**config.mk**
```make
export PLATFORM = sky130hd
export DESIGN_NAME = segment_length_and_direction_3d
export DESIGN_NICKNAME = d
export VERILOG_FILES = /design/src/rtl/core/slad_pkg.sv /design/src/rtl/core/segment_length_and_direction_3d.sv /design/src/rtl/core/slad_ctrl.sv /design/src/rtl/core/slad_datapath.sv
export SDC_FILE = /design/constraint.sdc
export NUM_CORES = 2
export LEC_CHECK = 0
export CAP_MARGIN = 20
export CORE_UTILIZATION = 65
export DETAILED_ROUTE_END_ITERATION = 10
export DONT_BUFFER_PORTS = 1
export PLACE_DENSITY = 0.85
export SLEW_MARGIN = 30
export SYNTH_ARGS = -nofsm -noshare
export SYNTH_HDL_FRONTEND = slang
export SYNTH_SLANG_ARGS = --single-unit
```
**constraint.sdc**
```tcl
create_clock -name clock -period 12 [get_ports clock]
set_input_delay 1.2 -clock clock [delete_from_list [all_inputs] [get_ports clock]]
set_output_delay 1.2 -clock clock [all_outputs]
set_load 0.01 [all_outputs]
```
**src/rtl/core/slad_pkg.sv**
```systemverilog
// ----------------------------------------------------------------------------
// Segment length and direction package
// Shared widths, limits and the command and status bundles that join the
// controller and the datapath.
// ----------------------------------------------------------------------------
package slad_pkg;

   // Default configuration of the coordinate and direction formats.
   localparam int DEF_COORD_WIDTH   = 24;
   localparam int DEF_DIR_FRAC_BITS = 14;

   // Fixed result field widths.
   localparam int DIR_W      = 16;
   localparam int SEG_W      = 25;
   localparam int TOTAL_W    = 48;
   localparam int RSP_DATA_W = 128;

   // Saturation limits of the length outputs.
   localparam logic [SEG_W-1:0]   SEG_MAX   = '1;
   localparam logic [TOTAL_W-1:0] TOTAL_MAX = '1;

   // Root register width of the square root unit and dividend width of the divider.
   localparam int ROOT_W = 32;
   localparam int DIV_W  = 64;

   // Component selectors.
   localparam logic [1:0] COMP_X = 2'd0;
   localparam logic [1:0] COMP_Y = 2'd1;
   localparam logic [1:0] COMP_Z = 2'd2;

   // Commands from the controller to the datapath.
   typedef struct packed {
      logic       path_start;
      logic       capture;
      logic       mul_en;
      logic       acc_en;
      logic [1:0] mul_sel;
      logic       sqrt_init;
      logic       sqrt_run;
      logic       div_load;
      logic       div_step;
      logic       div_store;
      logic [1:0] comp;
      logic       finish;
   } cmd_type;

   // Status from the datapath to the controller.
   typedef struct packed {
      logic have_prev;
      logic sq_zero;
      logic sqrt_done;
   } status_type;

endpackage

```
**src/rtl/core/segment_length_and_direction_3d.sv**
```systemverilog
// ----------------------------------------------------------------------------
// Segment length and direction, 3D
// Distance, unit direction and running path length between successive points.
// ----------------------------------------------------------------------------
// Each point that continues a path yields one result transaction: the rounded
// length of the move from the previous point (unsigned Q25.0, saturating), its unit
// direction (Q1.14 at the default DIR_FRAC_BITS, clamped to magnitude one) and
// the saturating path total. A restart point, and the first point after reset,
// only starts a new path. A repeated point reports zero_move with a zero
// direction. One point is in flight at a time. A moving point passes through
// setup and squaring, then the square root (one bit pair a cycle, with extra
// root bits past the integer root until it holds 31 significant bits), then
// three divisions on the shared divider, then loads the result register once
// that register is free. A zero move skips the root and the divisions. The next
// point is accepted while the previous result is still waiting on the output.
// ----------------------------------------------------------------------------
module segment_length_and_direction_3d
   import slad_pkg::*;
#(
   parameter int COORD_WIDTH   = DEF_COORD_WIDTH,
   parameter int DIR_FRAC_BITS = DEF_DIR_FRAC_BITS
) (
   input  logic                  clock,
   input  logic                  reset,
   input  logic                  req_tvalid,
   output logic                  req_tready,
   // point_x, point_y, point_z from the lowest bit up, zero padded to bytes
   input  logic [((3*COORD_WIDTH+7)/8)*8-1:0] req_tdata,
   // restart
   input  logic                  req_tuser,
   output logic                  rsp_tvalid,
   input  logic                  rsp_tready,
   // dir_x, dir_y, dir_z, seg_length, path_total from the lowest bit up, zero padded
   output logic [RSP_DATA_W-1:0] rsp_tdata,
   // zero_move
   output logic                  rsp_tuser
);

   localparam int RSP_USED_W = 3 * DIR_W + SEG_W + TOTAL_W;

   cmd_type                cmd;
   status_type             status;
   logic [COORD_WIDTH-1:0] point_x, point_y, point_z;
   logic [DIR_W-1:0]       dir_x, dir_y, dir_z;
   logic [SEG_W-1:0]       seg_length;
   logic [TOTAL_W-1:0]     path_total;
   logic                   zero_move;

   // Unpack the request transaction.
   assign point_x = req_tdata[COORD_WIDTH-1:0];
   assign point_y = req_tdata[2*COORD_WIDTH-1:COORD_WIDTH];
   assign point_z = req_tdata[3*COORD_WIDTH-1:2*COORD_WIDTH];

   slad_ctrl #(
      .DIR_FRAC_BITS (DIR_FRAC_BITS)
   ) u_ctrl (
      .clock       (clock),
      .reset       (reset),
      .req_tvalid  (req_tvalid),
      .req_restart (req_tuser),
      .req_tready  (req_tready),
      .rsp_tvalid  (rsp_tvalid),
      .rsp_tready  (rsp_tready),
      .status      (status),
      .cmd         (cmd)
   );

   slad_datapath #(
      .COORD_WIDTH   (COORD_WIDTH),
      .DIR_FRAC_BITS (DIR_FRAC_BITS)
   ) u_datapath (
      .clock      (clock),
      .reset      (reset),
      .cmd        (cmd),
      .status     (status),
      .point_x    (point_x),
      .point_y    (point_y),
      .point_z    (point_z),
      .dir_x      (dir_x),
      .dir_y      (dir_y),
      .dir_z      (dir_z),
      .seg_length (seg_length),
      .path_total (path_total),
      .zero_move  (zero_move)
   );

   // Pack the response transaction.
   assign rsp_tdata = {(RSP_DATA_W - RSP_USED_W)'(0), path_total, seg_length,
                       dir_z, dir_y, dir_x};
   assign rsp_tuser = zero_move;

endmodule

```
**src/rtl/core/slad_ctrl.sv**
```systemverilog
// ----------------------------------------------------------------------------
// Segment length and direction controller
// Sequences the squaring, square root and three divisions of one transaction
// and owns the handshake flags of both channels.
// ----------------------------------------------------------------------------
module slad_ctrl
   import slad_pkg::*;
#(
   parameter int DIR_FRAC_BITS = DEF_DIR_FRAC_BITS
) (
   input  logic       clock,
   input  logic       reset,
   input  logic       req_tvalid,
   input  logic       req_restart,
   output logic       req_tready,
   output logic       rsp_tvalid,
   input  logic       rsp_tready,
   input  status_type status,
   output cmd_type    cmd
);

   localparam int CNT_W = $clog2(DIR_FRAC_BITS + 2);
   localparam logic [CNT_W-1:0] DIV_LAST = CNT_W'(DIR_FRAC_BITS);
   localparam logic [CNT_W-1:0] MUL_LAST = CNT_W'(3);

   typedef enum logic [2:0] {
      ST_IDLE,
      ST_MUL,
      ST_CHECK,
      ST_SQRT,
      ST_DIV_LOAD,
      ST_DIV_RUN,
      ST_DIV_STORE,
      ST_FINISH
   } state_type;

   state_type        state_ff, state_in;
   logic [CNT_W-1:0] cnt_ff, cnt_in;
   logic [1:0]       comp_ff, comp_in;
   logic             rsp_valid_ff, rsp_valid_in;
   logic             accept;
   logic             out_free;

   assign req_tready = (state_ff == ST_IDLE);
   assign rsp_tvalid = rsp_valid_ff;
   assign accept     = req_tvalid && req_tready;
   assign out_free   = !rsp_valid_ff || rsp_tready;

   // Next state, counters and commands.
   always_comb begin
      state_in     = state_ff;
      cnt_in       = cnt_ff;
      comp_in      = comp_ff;
      rsp_valid_in = rsp_valid_ff && !rsp_tready;
      cmd          = '0;
      cmd.comp     = comp_ff;
      cmd.mul_sel  = cnt_ff[1:0];
      case (state_ff)
         ST_IDLE: begin
            if (accept) begin
               if (req_restart || !status.have_prev) begin
                  cmd.path_start = 1'b1;
               end else begin
                  cmd.capture = 1'b1;
                  cnt_in      = '0;
                  state_in    = ST_MUL;
               end
            end
         end
         ST_MUL: begin
            // Three squares through one multiplier, accumulated in the cycle after.
            cmd.mul_en = (cnt_ff != MUL_LAST);
            cmd.acc_en = (cnt_ff != '0);
            if (cnt_ff == MUL_LAST) begin
               state_in = ST_CHECK;
            end else begin
               cnt_in = cnt_ff + 1'b1;
            end
         end
         ST_CHECK: begin
            cmd.sqrt_init = 1'b1;
            comp_in       = COMP_X;
            state_in      = status.sq_zero ? ST_FINISH : ST_SQRT;
         end
         ST_SQRT: begin
            cmd.sqrt_run = 1'b1;
            if (status.sqrt_done) begin
               state_in = ST_DIV_LOAD;
            end
         end
         ST_DIV_LOAD: begin
            cmd.div_load = 1'b1;
            cnt_in       = '0;
            state_in     = ST_DIV_RUN;
         end
         ST_DIV_RUN: begin
            cmd.div_step = 1'b1;
            if (cnt_ff == DIV_LAST) begin
               state_in = ST_DIV_STORE;
            end else begin
               cnt_in = cnt_ff + 1'b1;
            end
         end
         ST_DIV_STORE: begin
            cmd.div_store = 1'b1;
            if (comp_ff == COMP_Z) begin
               state_in = ST_FINISH;
            end else begin
               comp_in  = comp_ff + 1'b1;
               state_in = ST_DIV_LOAD;
            end
         end
         ST_FINISH: begin
            // The result register must be empty or emptying this cycle.
            if (out_free) begin
               cmd.finish   = 1'b1;
               rsp_valid_in = 1'b1;
               state_in     = ST_IDLE;
            end
         end
         default: begin
            state_in = ST_IDLE;
         end
      endcase
   end

   // State and registered outputs.
   always_ff @(posedge clock) begin
      if (reset) begin
         state_ff     <= ST_IDLE;
         cnt_ff       <= '0;
         comp_ff      <= COMP_X;
         rsp_valid_ff <= 1'b0;
      end else begin
         state_ff     <= state_in;
         cnt_ff       <= cnt_in;
         comp_ff      <= comp_in;
         rsp_valid_ff <= rsp_valid_in;
      end
   end

   // A result is never written over one that has not been taken.
   a_finish_free: assert property (@(posedge clock) disable iff (reset)
      cmd.finish |-> out_free)
      else $error("result register overwritten");

   // A point that continues a path always starts the squaring.
   a_capture_mul: assert property (@(posedge clock) disable iff (reset)
      (accept && !req_restart && status.have_prev) |=> (state_ff == ST_MUL))
      else $error("continuing point did not start the datapath");

   // The square root hands over to the first division.
   a_sqrt_div: assert property (@(posedge clock) disable iff (reset)
      (state_ff == ST_SQRT && status.sqrt_done) |=> (state_ff == ST_DIV_LOAD))
      else $error("square root did not hand over to the divider");

endmodule

```
**src/rtl/core/slad_datapath.sv**
```systemverilog
// ----------------------------------------------------------------------------
// Segment length and direction datapath
// Point registers, shared squaring multiplier, digit-by-digit square root,
// restoring divider, path total and the result register.
// ----------------------------------------------------------------------------
module slad_datapath
   import slad_pkg::*;
#(
   parameter int COORD_WIDTH   = DEF_COORD_WIDTH,
   parameter int DIR_FRAC_BITS = DEF_DIR_FRAC_BITS
) (
   input  logic                   clock,
   input  logic                   reset,
   input  cmd_type                cmd,
   output status_type             status,
   input  logic [COORD_WIDTH-1:0] point_x,
   input  logic [COORD_WIDTH-1:0] point_y,
   input  logic [COORD_WIDTH-1:0] point_z,
   output logic [DIR_W-1:0]       dir_x,
   output logic [DIR_W-1:0]       dir_y,
   output logic [DIR_W-1:0]       dir_z,
   output logic [SEG_W-1:0]       seg_length,
   output logic [TOTAL_W-1:0]     path_total,
   output logic                   zero_move
);

   localparam int MAG_W  = COORD_WIDTH + 1;
   localparam int SQ_W   = (2 * COORD_WIDTH + 2 > 64) ? 64 : 2 * COORD_WIDTH + 2;
   localparam int SQ_P   = SQ_W / 2;
   localparam int STEP_W = $clog2(SQ_P + 33);
   localparam int REM_W  = ROOT_W + 3;
   localparam int Q_W    = DIR_FRAC_BITS + 1;
   localparam int QX_W   = (Q_W > DIR_W) ? Q_W : DIR_W;
   localparam int SH_W   = 6;
   localparam logic [STEP_W-1:0] INT_STEPS = STEP_W'(SQ_P);
   localparam logic [Q_W-1:0]    UNIT      = Q_W'(1) << DIR_FRAC_BITS;

   // Previous point and path state.
   logic [COORD_WIDTH-1:0] prev_x_ff, prev_y_ff, prev_z_ff;
   logic                   have_prev_ff;
   logic [TOTAL_W-1:0]     total_ff;

   // Deltas as sign and magnitude.
   logic [MAG_W-1:0] mag_x_ff, mag_y_ff, mag_z_ff;
   logic             neg_x_ff, neg_y_ff, neg_z_ff;

   // Squaring.
   logic [2*MAG_W-1:0] prod_ff;
   logic [SQ_W-1:0]    acc_ff;
   logic [MAG_W-1:0]   mul_mag;

   // Square root.
   logic [SQ_W-1:0]   rad_ff;
   logic [ROOT_W-1:0] root_ff;
   logic [REM_W-1:0]  rem_ff;
   logic [STEP_W-1:0] step_ff;
   logic [SEG_W-1:0]  seg_ff;
   logic [REM_W-1:0]  rem_t, trial;
   logic              root_ge;
   logic              sqrt_done;

   // Divider.
   logic [DIV_W-1:0] dvd_ff, dvs_ff;
   logic [Q_W-1:0]   quo_ff;
   logic             clamp_ff;
   logic [MAG_W-1:0] div_mag;
   logic             div_neg;
   logic [SH_W-1:0]  div_shift;
   logic [DIV_W-1:0] div_num, div_start, div_limit;
   logic [Q_W-1:0]   q_sat;
   logic [QX_W-1:0]  q_ext, q_signed;
   logic [DIR_W-1:0] dir_x_ff, dir_y_ff, dir_z_ff;

   // Result register and length helpers.
   logic [DIR_W-1:0]   out_dx_ff, out_dy_ff, out_dz_ff;
   logic [SEG_W-1:0]   out_seg_ff;
   logic [TOTAL_W-1:0] out_total_ff;
   logic               out_zero_ff;
   logic [ROOT_W:0]    root_rnd;
   logic [TOTAL_W:0]   total_sum;
   logic [TOTAL_W-1:0] total_next;

   // Signed delta and its magnitude.
   function automatic logic [MAG_W:0] delta_of(input logic [COORD_WIDTH-1:0] cur,
                                               input logic [COORD_WIDTH-1:0] prv);
      logic [MAG_W-1:0] d;
      logic             neg;
      d   = {cur[COORD_WIDTH-1], cur} - {prv[COORD_WIDTH-1], prv};
      neg = d[MAG_W-1];
      return {neg, neg ? (~d + 1'b1) : d};
   endfunction

   assign status.have_prev = have_prev_ff;
   assign status.sq_zero   = (acc_ff == '0);
   assign status.sqrt_done = sqrt_done;

   // Point capture and delta computation.
   always_ff @(posedge clock) begin
      if (reset) begin
         have_prev_ff <= 1'b0;
      end else if (cmd.path_start) begin
         have_prev_ff <= 1'b1;
      end
      if (cmd.path_start || cmd.capture) begin
         prev_x_ff <= point_x;
         prev_y_ff <= point_y;
         prev_z_ff <= point_z;
      end
      if (cmd.capture) begin
         {neg_x_ff, mag_x_ff} <= delta_of(point_x, prev_x_ff);
         {neg_y_ff, mag_y_ff} <= delta_of(point_y, prev_y_ff);
         {neg_z_ff, mag_z_ff} <= delta_of(point_z, prev_z_ff);
      end
   end

   // Sum of squares through one shared multiplier.
   always_comb begin
      case (cmd.mul_sel)
         COMP_X:  mul_mag = mag_x_ff;
         COMP_Y:  mul_mag = mag_y_ff;
         default: mul_mag = mag_z_ff;
      endcase
   end

   always_ff @(posedge clock) begin
      if (cmd.mul_en) begin
         prod_ff <= mul_mag * mul_mag;
      end
      if (cmd.capture) begin
         acc_ff <= '0;
      end else if (cmd.acc_en) begin
         acc_ff <= acc_ff + SQ_W'(prod_ff);
      end
   end

   // Square root, one radicand bit pair a cycle. Past the integer root, zero
   // pairs extend the root until it holds 31 significant bits.
   assign rem_t     = {rem_ff[REM_W-3:0], rad_ff[SQ_W-1 -: 2]};
   assign trial     = {1'b0, root_ff, 2'b01};
   assign root_ge   = (rem_t >= trial);
   assign sqrt_done = (step_ff >= INT_STEPS) && (root_ff[ROOT_W-1] || root_ff[ROOT_W-2]);
   assign root_rnd  = {1'b0, root_ff} + (ROOT_W + 1)'(rem_ff > REM_W'(root_ff));

   always_ff @(posedge clock) begin
      if (cmd.sqrt_init) begin
         rad_ff  <= acc_ff;
         root_ff <= '0;
         rem_ff  <= '0;
         step_ff <= '0;
      end else if (cmd.sqrt_run && !sqrt_done) begin
         rad_ff  <= rad_ff << 2;
         root_ff <= {root_ff[ROOT_W-2:0], root_ge};
         rem_ff  <= root_ge ? (rem_t - trial) : rem_t;
         step_ff <= step_ff + 1'b1;
      end
      // Rounded and saturated length, taken at the integer root.
      if (cmd.sqrt_run && step_ff == INT_STEPS) begin
         seg_ff <= (root_rnd > (ROOT_W + 1)'(SEG_MAX)) ? SEG_MAX : root_rnd[SEG_W-1:0];
      end
   end

   // Divider operand selection and alignment.
   always_comb begin
      case (cmd.comp)
         COMP_X:  begin div_mag = mag_x_ff; div_neg = neg_x_ff; end
         COMP_Y:  begin div_mag = mag_y_ff; div_neg = neg_y_ff; end
         default: begin div_mag = mag_z_ff; div_neg = neg_z_ff; end
      endcase
      div_shift = SH_W'(DIR_FRAC_BITS) + SH_W'(step_ff - INT_STEPS);
      div_num   = DIV_W'(div_mag) << div_shift;
      div_start = div_num + DIV_W'(root_ff >> 1);
      div_limit = DIV_W'(root_ff) << (DIR_FRAC_BITS + 1);
      q_sat     = (clamp_ff || quo_ff > UNIT) ? UNIT : quo_ff;
      q_ext     = QX_W'(q_sat);
      q_signed  = div_neg ? (~q_ext + 1'b1) : q_ext;
   end

   // Restoring division, one quotient bit a cycle, with early clamp detection.
   always_ff @(posedge clock) begin
      if (cmd.div_load) begin
         dvd_ff   <= div_start;
         dvs_ff   <= DIV_W'(root_ff) << DIR_FRAC_BITS;
         quo_ff   <= '0;
         clamp_ff <= (div_start >= div_limit);
      end else if (cmd.div_step) begin
         if (dvd_ff >= dvs_ff) begin
            dvd_ff <= dvd_ff - dvs_ff;
         end
         quo_ff <= {quo_ff[Q_W-2:0], dvd_ff >= dvs_ff};
         dvs_ff <= dvs_ff >> 1;
      end
      if (cmd.div_store) begin
         case (cmd.comp)
            COMP_X:  dir_x_ff <= q_signed[DIR_W-1:0];
            COMP_Y:  dir_y_ff <= q_signed[DIR_W-1:0];
            default: dir_z_ff <= q_signed[DIR_W-1:0];
         endcase
      end
   end

   // Saturating path total.
   assign total_sum  = {1'b0, total_ff} + (TOTAL_W + 1)'(seg_ff);
   assign total_next = total_sum[TOTAL_W] ? TOTAL_MAX : total_sum[TOTAL_W-1:0];

   // Path total and result register.
   always_ff @(posedge clock) begin
      if (cmd.path_start) begin
         total_ff <= '0;
      end else if (cmd.finish && !status.sq_zero) begin
         total_ff <= total_next;
      end
      if (cmd.finish) begin
         if (status.sq_zero) begin
            out_dx_ff    <= '0;
            out_dy_ff    <= '0;
            out_dz_ff    <= '0;
            out_seg_ff   <= '0;
            out_total_ff <= total_ff;
            out_zero_ff  <= 1'b1;
         end else begin
            out_dx_ff    <= dir_x_ff;
            out_dy_ff    <= dir_y_ff;
            out_dz_ff    <= dir_z_ff;
            out_seg_ff   <= seg_ff;
            out_total_ff <= total_next;
            out_zero_ff  <= 1'b0;
         end
      end
   end

   assign dir_x      = out_dx_ff;
   assign dir_y      = out_dy_ff;
   assign dir_z      = out_dz_ff;
   assign seg_length = out_seg_ff;
   assign path_total = out_total_ff;
   assign zero_move  = out_zero_ff;

   // A nonzero squared length always rounds to a length of at least one.
   a_seg_nonzero: assert property (@(posedge clock) disable iff (reset)
      (cmd.finish && !status.sq_zero) |-> (seg_ff != '0))
      else $error("nonzero move produced a zero length");

endmodule

```
Word level (Yosys, flattened, before mapping). Index checks and enable logic that the tools add are counted.

Bits in read-only memories: 0. Bits in registers: 753. Output and inout bits: 131. Word-level logic and storage cells: 177. Memories: 0. Memory bits (writable): 0. Bits in latches: 0.

Reductions and logical operators: 34. Equal/unequal tests: 23. Magnitude comparators: 7. Shift-type cells: 1. Divide/modulo/power cells: 0. $mul: 1. Muxes and demuxes: 49. Bitwise logic cells: 5. Add/subtract/negate cells: 18.

Operators with widths (number): $mux 64 (3); $mux 50 (2); $pmux 25 s2 (2); $mux 48 (2); $mux 46 (2); $add 25x1->25 const B (3); $not 25->25 (3); $sub 24x24->25 (3); $mux 24 (3); $add 64x31->64 (1); $ge 64x46->1 (1); $ge 64x47->1 (1); $shl 25x6->64 (1); $sub 64x46->64 (1); $add 50x50->50 (1); $logic_not 50->1 (1); $mul 25x25->50 (1); $add 48x25->49 (1); $ge 35x34->1 (1); $gt 35x32->1 (1); $mux 35 (1); $sub 35x34->35 (1); $add 32x1->33 (1); $gt 33x25->1 const B (1); other kinds (42) (100).

Depth between registers and ports, before layout.
Depth in word-level cells: 6. Mapped depth: 38. Mapped depth without buffers: 35.

By module. From an unflattened synthesis, not the netlist that was laid out.

Cells, all modules: 7116. Area total of the unflattened synthesis: 67188.2 um2.

Modules (own cells, without submodules): slad_datapath (instances 1, cells an instance 7012, sequential area each 20269.4 um2, area each 66368.7 um2); slad_ctrl (instances 1, cells an instance 96, sequential area each 200.2 um2, area each 763.2 um2); segment_length_and_direction_3d (instances 1, cells an instance 8, sequential area each 0.0 um2, area each 56.3 um2).

Least setup slack after synthesis. OpenSTA, ideal clock, no wires.

Path type: register to register. Start: register u_ctrl.cnt_ff[0]. End: register u_datapath.prod_ff[46], data pin. Stages on the path, launching flop included: 39. Period minus slack after synthesis: 9220 ps. Data arrival time: 8961 ps. Required time: 11742 ps. Buffers on the path: 5. Library setup time: 258 ps. Path slack: 2780 ps. Cells stage by stage: dfxtp_1 > inv_1 > ha_1 > clkbuf_1 > nor2_1 > clkbuf_1 > clkbuf_1 > a21oi_1 > inv_1 > clkbuf_1 > nand2_1 > fa_1 > inv_1 > fa_1 > inv_1 > fa_1 > inv_1 > fa_1 > [3 not listed] > fa_1 > inv_1 > fa_1 > inv_1 > ha_1 > clkbuf_1 > nand4_1 > or2_2 > or3_1 > a211o_1 > o2111a_1 > nor2_1 > a221oi_1 > a2111oi_0 > o21ai_0 > nand2b_1 > a21oi_1 > xnor2_1.

Cells in the longest elaborated chain, start to end: 3. Elaborated cells on any way between the ends: 4. Those cells by class: 1 x mul; 1 x eq/ne; 1 x mux; 1 x reduce/logical.

Ends and longest elaborated chain: start: declaration (RTL line slad_ctrl.sv:38) `logic [CNT_W-1:0] cnt_ff, cnt_in;`; start signal: assignment (RTL line slad_ctrl.sv:136) `cnt_ff <= cnt_in;`; $eq 2x1->1 / $logic_not 2->1 (equally long branches) (RTL line slad_datapath.sv:118) `case (cmd.mul_sel)`; $pmux 25 s2 * (RTL line slad_datapath.sv:118); $mul 25x25->50 * (RTL line slad_datapath.sv:127) `prod_ff <= mul_mag * mul_mag;`; end signal: assignment (RTL line slad_datapath.sv:127); end: declaration (RTL line slad_datapath.sv:48) `logic [2*MAG_W-1:0] prod_ff;`.

Mark *: on every way between the ends. The rest lies on a longest branch, timed or not. A chain may end at the register's enable or synchronous reset.

Final worst setup path. Ends and elaborated chain as after synthesis.

==> flow_results.org <==
** Clock network
- Clock tree from TritonCTS :: built
- Buffers inserted during clock tree synthesis total 82.
- In this run the post-CTS setup repair buffer count came out at 0.
- Maximum buffer depth of the clock tree :: 3
- After clock tree synthesis, the flow added hold-fix buffers numbering 0.
- Number of levels the H-tree was split into :: 3
- # clock sinks :: 752
- Clock latency on the worst-skew pair, taken at its later pin, is 0.72 ns.
- Number of resized instances in the post-cts repair step :: 0
- Clock-pin slew was measured on the worst setup and hold paths at 0.07 ns.
- Cell at the root of the clock tree :: sky130_fd_sc_hd__clkbuf_16

** Detailed routing
- The first detailed-routing pass took 9 iterations.
- Highest metal layer used by the detailed router :: met5
- After the first detailed-routing iteration, the DRC count stood at 5330.
- The routed design uses 82.9 mm of met2 wire.
- In the detailed route, the total length drawn on met3 is 16.5 mm.
- In the final routing, the length of wire on met1 measures 69.3 mm.
- Vias :: 53130
- After detailed routing, the number of remaining DRC violations is 0.
- Dividing the detail-routed wire length by the instance count gives 21.2 µm.
- Number of vias per cell :: 6.35
- The detail route stage leaves a number of antenna-violating nets equal to 0.
- Summed over all layers, the routed wires come to 177 mm.

** Synth
- The cell count after synthesis came out at 7109.
- Each instance of the synthesized netlist takes up on average 9.24 µm².
- Synth Warn # :: 0
- The synthesized design contains 752 register bits.
- Sequential fraction of the synthesis area :: 31.2%
- Count of unique library cells instantiated by Yosys :: 99
- In this run, synthesis inferred 541 flip-flops with an integrated enable.
- Cell area after synthesis :: 65700 µm²
- For this run, the leading register cell type out of synthesis is sky130_fd_sc_hd__edfxtp_1.
- Async set-or-reset flop fraction in the synthesized netlist :: 0%

** Layout
- Final Net Count :: 8043
- Once layout is complete, the cells apart from fillers number 8369.
- The repair_antennas step left the layout with diodes totalling 0.
- Ratio of cells with drive above 1 in the final layout :: 5.05%
- Summing all non-filler instances in the final layout gives an area of 69900 µm².
- Relative to the synthesized area, the layout overhead comes to 6.39%.

** Critical path
- Counting cells, the worst reg-to-reg path comes to 33.
- Of all nets on the critical path, the largest fanout is 29.
- The worst setup path is launched from a register.
- The critical path is of the reg2reg type.
- The worst setup path is captured at a register.
- Data arrival, critical path :: 10.88 ns
- Worst Path Required :: 12.44 ns
- For this design, the slowest cell found on the critical path is sky130_fd_sc_hd__a21oi_1.
- Launch instance of the worst register-to-register path :: u_ctrl.cnt_ff[0]
- Worst reg2reg path endpoint :: u_datapath.prod_ff[46]
- Largest stage delay on the critical path :: 0.84 ns
- For flop-to-flop paths, the worst setup slack is 1.56 ns.

** Worst hold path
- Hold Path Stages :: 1
- The startpoint identified for the worst hold timing path is u_datapath.rem_ff[33].
- Hold Path End :: u_datapath.rem_ff[33]
- Worst min-delay path class :: reg2reg

** STA
- On the final layout, the worst clock skew is 0.0400 ns.
- Fin crit share :: 87.0%
- Setup total negative slack on the finished layout was measured at 0 ns.
- Hold Vio Cnt, Final :: 0
- Timing would allow up to 95.8 MHz.
- Time the final worst path needs with I/O delays and setup :: 10.44 ns
- Setup violations remaining at the end of the flow were counted as 0.
- Headroom to the max-slew limit came out at 29.9%.
- Final count of pins violating max slew :: 0
- Tightest Pin Transition :: 1.05 ns
- RSZ-0062 raised after global routing :: false

** Global route
- Global routing used 34.3% of the available tracks.
- Entering global routing, the biggest net connects 132 pins.
- GR Overflow Total :: 0
- Global-route wire length before repair :: 277 mm
- Number of global-route vias before repair :: 51308
- The initial antenna violation count is 3.

** Place
- During placement, the flow inserted port buffers numbering 0.
- The placed instances occupy a cell area of 66800 µm².
- Placer congestion estimate :: 1.00
- HPWL after detailed placement :: 135 mm
- # placed instances :: 8215

** Die
- The floorplan step set the die width to 320 µm.
- The total area inside the core boundary comes to 100000 µm².
- The initial utilization of the core area, before any placement, comes to 65.6%.
- Area of the die :: 102000 µm²
- Count of boundary I/O pins :: 208
- Y dimension of the die :: 320 µm
- Site row count :: 116

** Run status
- The run finished with clean final reports.

** Flow run
- Across the run, the number of max-cap violations was 0.
## synth_stat cells (53+ instances only)
cell | n | share of area [%]
sky130_fd_sc_hd__inv_1 | 915 | 5.2
sky130_fd_sc_hd__nand2_1 | 803 | 4.6
sky130_fd_sc_hd__a21oi_1 | 565 | 4.3
sky130_fd_sc_hd__nor2_1 | 555 | 3.2
sky130_fd_sc_hd__edfxtp_1 | 541 | 25
sky130_fd_sc_hd__ha_1 | 484 | 9.2
sky130_fd_sc_hd__fa_1 | 480 | 15
sky130_fd_sc_hd__o21ai_0 | 271 | 2.1
sky130_fd_sc_hd__xnor2_1 | 250 | 3.3
sky130_fd_sc_hd__clkbuf_1 | 217 | 1.2
sky130_fd_sc_hd__dfxtp_1 | 211 | 6.4
sky130_fd_sc_hd__a21o_1 | 201 | 2.3
sky130_fd_sc_hd__xor2_1 | 146 | 1.9
sky130_fd_sc_hd__nand3_1 | 127 | 0.97
sky130_fd_sc_hd__and2_1 | 116 | 1.1
sky130_fd_sc_hd__nor3_1 | 111 | 0.85
sky130_fd_sc_hd__a211oi_1 | 65 | 0.74
sky130_fd_sc_hd__a31oi_1 | 64 | 0.61
sky130_fd_sc_hd__nor2b_1 | 63 | 0.60
sky130_fd_sc_hd__and3_1 | 56 | 0.53
sky130_fd_sc_hd__nand4_1 | 56 | 0.53
sky130_fd_sc_hd__a22o_1 | 54 | 0.72
sky130_fd_sc_hd__nand2b_1 | 53 | 0.51
## worst max-delay path, delay by kind of cell (launching register included)
family | cells | cell delay (ns)
AND/OR/NAND/NOR | 4 | 0.55
adder cells (fa/ha/maj) | 9 | 4.13
XOR/XNOR | 1 | 0.08
flip-flops | 1 | 0.42
buffers and inverters | 9 | 1.21
AO/OA/AOI/OAI | 10 | 3.80
## cell usage in the layout, fill, tap and decap left out, drive strengths merged, types with 107 or more instances in the layout
cell type  synthesis  final
inv              917    920
nand2            803    803
a21oi            565    565
nor2             556    556
edfxtp           541    541
ha               484    484
fa               480    480
o21ai            273    273
xnor2            251    251
dfxtp            211    211
a21o             201    201
xor2             146    146
nand3            127    127
and2             116    116
nor3             111    111
clkbuf           218    107
## registers in the layout (all words and copies together) (netlist names), 25 cells and up
name / count
u_datapath.root_ff: 32
u_datapath.seg_ff: 25
u_datapath.acc_ff: 50
u_datapath.dvd_ff: 64
u_datapath.mag_x_ff: 25
u_datapath.path_total: 48
u_datapath.dvs_ff: 46
u_datapath.rad_ff: 50
u_datapath.mag_y_ff: 25
u_datapath.rem_ff: 35
u_datapath.prod_ff: 49
u_datapath.total_ff: 48
u_datapath.mag_z_ff: 25
u_datapath.seg_length: 25
## worst max-delay path by stage
| stage | from | end | depth (start not counted) |
|---|---|---|---|
| after global routing | u_ctrl.cnt_ff[0] | u_datapath.prod_ff[46] | 33 |
| after detailed placement | u_ctrl.cnt_ff[1] | u_datapath.prod_ff[47] | 33 |
| after CTS | u_ctrl.cnt_ff[0] | u_datapath.prod_ff[47] | 32 |
| final | u_ctrl.cnt_ff[0] | u_datapath.prod_ff[46] | 33 |
| after floorplan | u_ctrl.cnt_ff[0] | u_datapath.prod_ff[46] | 38 |
| after global placement | u_ctrl.cnt_ff[0] | u_datapath.prod_ff[46] | 31 |
## through the flow
stage	hold slack, ns	util (%)	worst slack (ns)
CTS	0.473	69.7	1.51
finish	0.474	69.8	1.56
global route	0.494	69.8	1.18
global placement	0.455	66.7	1.76
floorplan	0.441	-	2.78
detailed placement	0.461	66.7	1.57
## area by class of cell
type / count / area [µm²]
Inverter: 923 / 3470
Fill cell: 7457 / 30300
Clock inverter: 46 / 774
Timing Repair Buffer: 74 / 579
Clock buffer: 107 / 2220
Sequential cell: 752 / 20500
Multi-Input combinational cell: 5169 / 40700
Tap cell: 1298 / 1620
## routing by layer
metal	track usage (%)	up-vias
li1	-	24242
met1	44.7	25595
met2	55.7	2720
met3	6.48	571
met4	15.2	2
met5	0	-
## logic make-up (layout without fill, tap and decap cells)
kind of cell,after synthesis,in the layout,share of synthesized area [%]
buffers and inverters,1194,1150,7.05
AND/OR/NAND/NOR,2106,2106,14.7
multiplexers,85,85,2.29
flip-flops,752,752,31.2
adder cells (fa/ha/maj),964,964,23.9
other,1,7,0.00571
XOR/XNOR,397,397,5.31
AO/OA/AOI/OAI,1610,1610,15.6
Power is left out: the tool's default activity adds up to more than one toggle a clock period on the data nets, which glitch-free logic cannot reach.
